$ cat src/design/sliding_window_mean_macros.svh
// Assertion macros shared by the sliding window mean design.
`ifndef SLIDING_WINDOW_MEAN_MACROS_SVH
`define SLIDING_WINDOW_MEAN_MACROS_SVH

`ifndef SYNTHESIS

`define SWM_ASSERT(lbl, clk, rst_n, prop, msg) \
    lbl: assert property (@(posedge clk) disable iff (!rst_n) prop) else $error(msg);

`define SWM_ASSERT_NEVER(lbl, clk, rst_n, cond, msg) \
    lbl: assert property (@(posedge clk) disable iff (!rst_n) !(cond)) else $error(msg);

`else

`define SWM_ASSERT(lbl, clk, rst_n, prop, msg)

`define SWM_ASSERT_NEVER(lbl, clk, rst_n, cond, msg)

`endif

`endif

$ cat src/design/swm_pkg.sv
`timescale 1ns / 1ps
`default_nettype none

package swm_pkg;

    localparam int WINDOW_DEF = 16;
    localparam int SAMPLE_W   = 16;
    localparam int FILLED_W   = 5;

    typedef enum logic [2:0] {
        ST_IDLE,
        ST_ACCUM,
        ST_START,
        ST_DIV,
        ST_DONE
    } t_state;

endpackage

`default_nettype wire

$ cat src/design/swm_ring.sv
`timescale 1ns / 1ps
`default_nettype none

module swm_ring
    import swm_pkg::*;
#(
    parameter int DEPTH = WINDOW_DEF,
    parameter int PTR_W = 4
) (
    input  wire logic                       i_clk,
    input  wire logic                       i_rd_en,
    input  wire logic [PTR_W-1:0]           i_rd_addr,
    output logic signed [SAMPLE_W-1:0]      o_rd_data,
    input  wire logic                       i_wr_en,
    input  wire logic [PTR_W-1:0]           i_wr_addr,
    input  wire logic signed [SAMPLE_W-1:0] i_wr_data
);

    logic signed [SAMPLE_W-1:0] r_mem [DEPTH];

    always_ff @(posedge i_clk) begin
        if (i_wr_en) begin
            r_mem[i_wr_addr] <= i_wr_data;
        end
    end

    always_ff @(posedge i_clk) begin
        if (i_rd_en) begin
            o_rd_data <= r_mem[i_rd_addr];
        end
    end

endmodule

`default_nettype wire

$ cat src/design/swm_div.sv
`timescale 1ns / 1ps
`default_nettype none

module swm_div
    import swm_pkg::*;
#(
    parameter int SUM_W = 20,
    parameter int CNT_W = 5
) (
    input  wire logic                    i_clk,
    input  wire logic                    i_rst_n,
    input  wire logic                    i_start,
    input  wire logic signed [SUM_W-1:0] i_dividend,
    input  wire logic [CNT_W-1:0]        i_divisor,
    output logic                         o_done,
    output logic signed [SAMPLE_W-1:0]   o_quotient
);

    localparam int STEP_W = (SUM_W > 1) ? $clog2(SUM_W) : 1;

    logic              r_busy;
    logic              n_busy;
    logic              r_done;
    logic              n_done;
    logic [STEP_W-1:0] r_step;
    logic [STEP_W-1:0] n_step;
    logic [CNT_W-1:0]  r_rem;
    logic [CNT_W-1:0]  r_div;
    logic [SUM_W-1:0]  r_quo;
    logic              r_neg;
    logic [CNT_W:0]    w_trial;
    logic [CNT_W:0]    w_diff;
    logic              w_fit;
    logic [SAMPLE_W-1:0] w_mag;

    // One restoring step per cycle: shift the next dividend bit into the remainder.
    assign w_trial = {r_rem, r_quo[SUM_W-1]};
    assign w_diff  = w_trial - {1'b0, r_div};
    assign w_fit   = (w_trial >= {1'b0, r_div});

    always_comb begin
        n_busy = r_busy;
        n_step = r_step;
        n_done = 1'b0;
        if (i_start) begin
            n_busy = 1'b1;
            n_step = '0;
        end else if (r_busy) begin
            if (r_step == STEP_W'(SUM_W - 1)) begin
                n_busy = 1'b0;
                n_done = 1'b1;
            end else begin
                n_step = r_step + STEP_W'(1);
            end
        end
    end

    always_ff @(posedge i_clk) begin
        if (!i_rst_n) begin
            r_busy <= 1'b0;
            r_done <= 1'b0;
            r_step <= '0;
        end else begin
            r_busy <= n_busy;
            r_done <= n_done;
            r_step <= n_step;
        end
    end

    always_ff @(posedge i_clk) begin
        if (i_start) begin
            r_neg <= i_dividend[SUM_W-1];
            r_quo <= i_dividend[SUM_W-1] ? (~i_dividend + SUM_W'(1)) : i_dividend;
            r_rem <= '0;
            r_div <= i_divisor;
        end else if (r_busy) begin
            r_rem <= w_fit ? w_diff[CNT_W-1:0] : w_trial[CNT_W-1:0];
            r_quo <= {r_quo[SUM_W-2:0], w_fit};
        end
    end

    // The mean of the samples always fits the sample range, so the low bits suffice.
    assign w_mag      = r_quo[SAMPLE_W-1:0];
    assign o_quotient = r_neg ? (~w_mag + SAMPLE_W'(1)) : w_mag;
    assign o_done     = r_done;

endmodule

`default_nettype wire

$ cat src/design/sliding_window_mean.sv
// Channel  | Valid    | Stall    | Payload
// ---------+----------+----------+------------------
// input    | i_valid  | o_stall  | i_sample
// output   | o_valid  | i_stall  | o_mean, o_filled
//
// A result is loaded after its transaction passes the accumulate, start and divide
// states, and waits in the done state while the output is stalled; the next
// transaction is accepted only after that. The restoring divider, one quotient bit
// a cycle, paces the divide state. The input is stalled until the result is loaded.
// A new transaction is accepted while the previous result still waits.
// Reset is synchronous and active low; the sample ring holds no reset value.
`timescale 1ns / 1ps
`default_nettype none
`include "sliding_window_mean_macros.svh"

module sliding_window_mean
    import swm_pkg::*;
#(
    parameter int WINDOW = WINDOW_DEF
) (
    input  wire logic                       i_clk,
    input  wire logic                       i_rst_n,
    input  wire logic                       i_valid,
    output logic                            o_stall,
    input  wire logic signed [SAMPLE_W-1:0] i_sample,
    output logic                            o_valid,
    input  wire logic                       i_stall,
    output logic signed [SAMPLE_W-1:0]      o_mean,
    output logic [FILLED_W-1:0]             o_filled
);

    localparam int SUM_W = SAMPLE_W + $clog2(WINDOW);
    localparam int CNT_W = $clog2(WINDOW + 1);
    localparam int PTR_W = (WINDOW > 1) ? $clog2(WINDOW) : 1;

    t_state                     r_state;
    t_state                     n_state;
    logic                       w_accept;
    logic                       w_div_start;
    logic                       w_div_done;
    logic                       w_load_out;
    logic                       w_full;
    logic signed [SAMPLE_W-1:0] r_sample;
    logic signed [SAMPLE_W-1:0] w_rd_data;
    logic signed [SAMPLE_W-1:0] w_quotient;
    logic signed [SUM_W-1:0]    r_sum;
    logic signed [SUM_W-1:0]    n_sum;
    logic signed [SUM_W-1:0]    w_sub;
    logic [CNT_W-1:0]           r_count;
    logic [CNT_W-1:0]           n_count;
    logic [PTR_W-1:0]           r_wpos;
    logic [PTR_W-1:0]           n_wpos;
    logic                       r_out_valid;

    swm_ring #(
        .DEPTH (WINDOW),
        .PTR_W (PTR_W)
    ) u_ring (
        .i_clk     (i_clk),
        .i_rd_en   (w_accept),
        .i_rd_addr (r_wpos),
        .o_rd_data (w_rd_data),
        .i_wr_en   (r_state == ST_ACCUM),
        .i_wr_addr (r_wpos),
        .i_wr_data (r_sample)
    );

    swm_div #(
        .SUM_W (SUM_W),
        .CNT_W (CNT_W)
    ) u_div (
        .i_clk      (i_clk),
        .i_rst_n    (i_rst_n),
        .i_start    (w_div_start),
        .i_dividend (r_sum),
        .i_divisor  (r_count),
        .o_done     (w_div_done),
        .o_quotient (w_quotient)
    );

    always_comb begin
        o_stall     = (r_state != ST_IDLE);
        w_accept    = (r_state == ST_IDLE) && i_valid;
        w_div_start = (r_state == ST_START);
        w_load_out  = (r_state == ST_DONE) && (!r_out_valid || !i_stall);
    end

    always_comb begin
        n_state = r_state;
        case (r_state)
            ST_IDLE: begin
                if (w_accept) begin
                    n_state = ST_ACCUM;
                end
            end
            ST_ACCUM: begin
                n_state = ST_START;
            end
            ST_START: begin
                n_state = ST_DIV;
            end
            ST_DIV: begin
                if (w_div_done) begin
                    n_state = ST_DONE;
                end
            end
            ST_DONE: begin
                if (w_load_out) begin
                    n_state = ST_IDLE;
                end
            end
            default: begin
                n_state = ST_IDLE;
            end
        endcase
    end

    // Once the window is full, the overwritten sample leaves the running sum.
    assign w_full = (r_count == CNT_W'(WINDOW));
    assign w_sub  = w_full ? SUM_W'(w_rd_data) : SUM_W'(0);

    always_comb begin
        n_sum   = r_sum;
        n_count = r_count;
        n_wpos  = r_wpos;
        if (r_state == ST_ACCUM) begin
            n_sum = r_sum + SUM_W'(r_sample) - w_sub;
            if (!w_full) begin
                n_count = r_count + CNT_W'(1);
            end
            if (r_wpos == PTR_W'(WINDOW - 1)) begin
                n_wpos = '0;
            end else begin
                n_wpos = r_wpos + PTR_W'(1);
            end
        end
    end

    always_ff @(posedge i_clk) begin
        if (!i_rst_n) begin
            r_state     <= ST_IDLE;
            r_sum       <= '0;
            r_count     <= '0;
            r_wpos      <= '0;
            r_out_valid <= 1'b0;
        end else begin
            r_state <= n_state;
            r_sum   <= n_sum;
            r_count <= n_count;
            r_wpos  <= n_wpos;
            if (w_load_out) begin
                r_out_valid <= 1'b1;
            end else if (!i_stall) begin
                r_out_valid <= 1'b0;
            end
        end
    end

    always_ff @(posedge i_clk) begin
        if (w_accept) begin
            r_sample <= i_sample;
        end
        if (w_load_out) begin
            o_mean   <= w_quotient;
            o_filled <= FILLED_W'(r_count);
        end
    end

    assign o_valid = r_out_valid;

    `SWM_ASSERT(a_stall_after_accept, i_clk, i_rst_n, i_valid && !o_stall |=> o_stall, "input not stalled after a transaction was accepted")
    `SWM_ASSERT(a_out_from_done, i_clk, i_rst_n, $rose(o_valid) |-> $past(r_state == ST_DONE), "result presented without a finished division")
    `SWM_ASSERT(a_done_in_div, i_clk, i_rst_n, w_div_done |-> (r_state == ST_DIV), "divider finished outside the divide state")
    `SWM_ASSERT_NEVER(a_count_range, i_clk, i_rst_n, r_count > CNT_W'(WINDOW), "fill count exceeds the window")
    `SWM_ASSERT(a_count_nonzero, i_clk, i_rst_n, w_div_start |-> (r_count != '0), "division started with a zero fill count")

endmodule

`default_nettype wire
$ cat config.mk
export PLATFORM = sky130hd
export DESIGN_NAME = sliding_window_mean
export DESIGN_NICKNAME = d
export VERILOG_FILES = /design/src/design/swm_pkg.sv /design/src/design/swm_ring.sv /design/src/design/swm_div.sv /design/src/design/sliding_window_mean.sv
export VERILOG_INCLUDE_DIRS = /design/src /design/src/design
export SDC_FILE = /design/constraint.sdc
export NUM_CORES = 1
export LEC_CHECK = 0
export ABC_AREA = 1
export BUFFER_PORTS_ARGS = -buffer_cell sky130_fd_sc_hd__buf_4
export CAP_MARGIN = 30
export CELL_PAD_IN_SITES_DETAIL_PLACEMENT = 0
export CELL_PAD_IN_SITES_GLOBAL_PLACEMENT = 1
export CORE_MARGIN = 4
export CORE_UTILIZATION = 52
export CTS_BUF_LIST = sky130_fd_sc_hd__clkbuf_8
export DETAILED_ROUTE_END_ITERATION = 12
export GPL_TIMING_DRIVEN = 0
export PLACE_DENSITY_LB_ADDON = 0.1
export SLEW_MARGIN = 30
export SYNTH_ARGS = -nofsm -noshare
export SYNTH_HDL_FRONTEND = slang
export SYNTH_SLANG_ARGS = --single-unit
export TNS_END_PERCENT = 30
$ cat constraint.sdc
create_clock -name i_clk -period 3.6 [get_ports i_clk]
set_input_delay 0.72 -clock i_clk [delete_from_list [all_inputs] [get_ports i_clk]]
set_output_delay 0.72 -clock i_clk [all_outputs]
set_load 0.02 [all_outputs]
==> metrics.md <==
| Metric | Value |
|---|---|
| Detailed Route WL | `~44,000 um` |
| Synthesized cell area | `between 15,000 and 20,000 sq um` |
| WHS Endpoint | `r_sample[7]` |
| Compound-cell area share of the yosys netlist | `0.0956` |
| Internal | `a little under 10 mW` |
| Avg Inst Size Synth | `10.6 sq um` |
| Largest net degree at the start of global routing | `22` |
| Final net count | `1,821` |
| Register area share after synthesis | `0.634` |
| Antenna viol nets, final | `0` |
| Synth warnings | `0` |
| Setup violations, final | `0` |
| Switch Pwr | `6.46 mW` |
| CORE AREA | `32,700 sq um` |
| Reg-to-reg slack, setup | `between 200 and 250 ps` |
| DR vias | `between 10k and 15k` |
| Full die area | `36,200 sq um` |
| CTS tree | `yes` |
| Top FF cell, synth | `edfxtp_1` |
| Slowest-stage cell, CP | `fa_1` |
| Post-synth top area share | `0.582` |
| Slew at the pin with the worst max-slew slack | `795 ps` |
| Critical Path RT | `approximately 4100 ps` |
| Seq pwr share | `0.387` |
| Core Rows | `66` |
| DR WL/cell | `19.7 um` |
| Post-synthesis mux area share | `0` |
| Gpl congestion | `0.846` |
| Hold depth | `1` |
| Fmax | `297 MHz` |
| Clock Latency Late Sink | `between 600 and 700 ps` |
| Adder-Cell Fraction of Synth Area | `0.0485` |
| Post-route insts no fill | `2,239` |
| Clock buffer depth | `3` |
| Die width | `190 um` |
| Crit path launch type | `flip-flop` |
| Vias in the first global route | `around 12k` |
| Pwr Total | `16.1 mW` |
| Lkg Pwr | `7.63 nW` |
| Drt via density | `roughly 5.4` |
| #FFs+latches synth | `380` |
| Combinational share of power | `0.390` |
| Crit Path Category | `flip-flop to flip-flop` |
| TritonCTS Sinks | `between 300 and 400` |
| CP Max Fanout | `6` |
| Ant diodes | `0` |
| Die Height | `approximately 190 um` |
| Final hold vios | `0` |
| Largest family of logic cells by synthesized area | `simple AND/OR/NAND/NOR gates` |
| Worst Hold Class | `primary input to flip-flop` |
| Hold_sp | `i_sample[7]` |
| Worst slew margin | `0.469` |
| Setup crit end kind | `flip-flop` |
| CP peak stage delay | `510 ps` |
| Final Cycle Share | `0.934` |
| Sw Ratio | `0.402` |
| Slew Limit Fails | `0` |
| Crit path DAT | `3890 ps` |
| Cell Count Post-Placement | `2,121` |
| Area Growth Syn to Fin | `13.3%` |
| Max Cap Viol | `0` |
| Setup WS post-layout | `~240 ps` |
| GR Overflow Total | `0` |
| Crit path time final | `3360 ps` |
| Cell mode on critical path | `inv_1` |
| Drt pass-1 iters | `6` |
| Post-Synth XOR/XNOR Area | `0.0192` |
| Critical R2R Launch | `r_count[1]` |
| Layout filler cell count | `2,856` |
| Clock-pin slew on the worst setup and hold paths | `about 70 ps` |
| Final Skew | `55.5 ps` |
| First-pass GRT wire length | `about 68,000 um` |
| Starting Density | `0.529` |
| Ports | `43` |
| Tot GR Track Use | `0.246` |
| Port Buffers | `42` |
| DP Worst Slack | `between 10 and 15 ps` |
| Drt drc | `0` |
| Area leader, netlist | `edfxtp_1` |
| Util after Layout | `0.599` |
| Post-Synth Simple-Gate Area | `0.141` |
| Top cells by count, synth | `edfxtp_1 (335), nand2_1 (254), nor2_1 (230), inv_1 (186), o21ai_0 (153)` |
| Worst r2r dst | `r_sum[19]` |
| CP cell instances | `inv_1 > ha_1 > nand4_1 > buf_4 > inv_1 > nand2_2 > inv_1 > fa_1 > inv_1 > ha_1 > nand2_1 > nor2_1 > nand2_1 > nor2_1 > nand2_1 > nand4_1 > nand3_1 > nand2_1 > inv_1` |
| Async S/R FF share, synth | `0` |
| Reg2Reg Depth | `19` |
| DR iter-0 viols | `818` |
| Most common cell in the netlist | `edfxtp_1` |
| Status | `finished clean` |
| Power Density | `820 nW/um^2` |
| Multi-input gate area | `between 5000 and 6000 sq um` |
| EDFF count, synth | `335` |
| Worst ir drop on vdd | `just over 0.6 mV` |
| Syn Inst Count | `1,629` |
| Distinct cells, synth | `38` |
| Initial antenna violation count | `0` |
| Setup TNS | `0 ps` |
| Post-synth net total | `1,704` |
| Clk root buf | `clkbuf_8` |
| TritonCTS Buffers | `60` |
| Clk pwr share | `0.223` |
| Largest cells by area after synthesis | `edfxtp_1 (58%), nand2_1 (5.5%), dfxtp_1 (5.2%), nor2_1 (5.0%), o21ai_0 (4.4%)` |
| Storage cell area | `11,000 sq um` |
| Share of layout cells above drive strength 1 | `0.109` |
| DP HPWL | `31,300 um` |
| Depth of the CTS H-tree | `2` |
[through the flow]
stage	area (sq um)	hold WS, ps
after floorplan	17300	430
after global placement	18200	452
after detailed placement	18400	468
after CTS	19600	175
after global routing	19600	180
final	19600	223
[per-layer routing]
metal  GRT usage  share of wire  vias up  routed length, um
li1            -              -     5826                  -
met1       0.304           0.39     5747              17300
met2       0.437           0.51      440              22500
met3      0.0410          0.069       80               3030
met4      0.0881          0.030        0               1340
met5           0              0        -                  0
[cell families (layout without fill, tap and decap cells)]
group	Yosys count	after routing
and+or+nand+nor	591	591
buffers and inverters	258	426
adders and majority gates	55	55
xor gates and xnor gates	38	38
AOI/OAI and AO/OA	307	307
DFF	380	380
[critical path, delay by kind of cell, from the launching register on]
kind | cells | cell delay (ps)
AND/OR/NAND/NOR | 10 | 1190
adder cells (fa/ha/maj) | 3 | 1050
buffers and inverters | 6 | 540
flip-flops | 1 | 450
[state kept, by name (all words and copies together) (netlist names)]
signal,count
o_filled,5
o_mean,16
o_valid,1
r_count,5
r_sample,16
r_state,3
r_sum,20
r_wpos,4
u_div.o_done,1
u_div.r_busy,1
u_div.r_div,5
u_div.r_neg,1
u_div.r_quo,20
u_div.r_rem,5
u_div.r_step,5
u_ring.o_rd_data,16
u_ring.r_mem,256
[cell type report]
cell class,instances,area share
flip-flops and latches,380,0.559
multi-input cells,991,0.274
clock buffers,64,0.0449
inverters,194,0.0372
well taps,442,0.0282
repair buffers,55,0.0230
plain buffers,64,0.0181
clock inverters,49,0.0153
[worst max-delay path by stage]
| stage | slack (ps) | depth (start not counted) | end | startpoint |
|---|---|---|---|---|
| 6_report | 240 | 19 | r_sum[19] | r_count[1] |
| 5_1_grt | -10 | 19 | r_sum[19] | r_count[0] |
| 4_1_cts | 100 | 17 | r_sum[17] | r_count[1] |
| 3_5_place_dp | 10 | 17 | r_sum[17] | r_count[1] |
| 3_3_place_gp | -220 | 6 | u_ring.r_mem[7][9] | r_state[0] |
| 2_1_floorplan | 680 | 18 | r_sum[16] | r_count[0] |
[layout by cell type, fill, tap and decap left out, types with 32 or more instances in the layout]
| cell | instances |
|---|---|
| edfxtp_1 | 335 |
| nand2_1 | 253 |
| inv_1 | 209 |
| nand3_1 | 55 |
| o22ai_1 | 64 |
| ha_1 | 35 |
| o21ai_0 | 153 |
| clkbuf_8 | 64 |
| clkbuf_1 | 32 |
| dfxtp_1 | 45 |
| nor2_1 | 212 |
| a21oi_1 | 49 |
| buf_4 | 54 |
[repair_timing]
| action | 4_1_cts | 5_1_grt |
|---|---|---|
| setup endpoints to repair | 3 | 10 |
| hold buffers | 0 | 0 |
| cloned | 0 | 0 |
| pin swaps | 0 | 1 |
| resized for setup | 1 | 6 |
| setup buffers | 0 | 5 |
[power by group through the flow]
| stage | Combinational [mW] | Clock (mW) | Sequential (mW) |
|---|---|---|---|
| finish | 6.26 | 3.59 | 6.22 |
| global route | 7.07 | 3.88 | 6.28 |
| CTS | 6.24 | 3.66 | 6.23 |
| detailed placement | 6.21 | 0 | 6.32 |
| global placement | 6.07 | 0 | 6.32 |
| floorplan | 4.33 | 0 | 6.15 |
No activity file was read; power rests on OpenSTA's default activity.
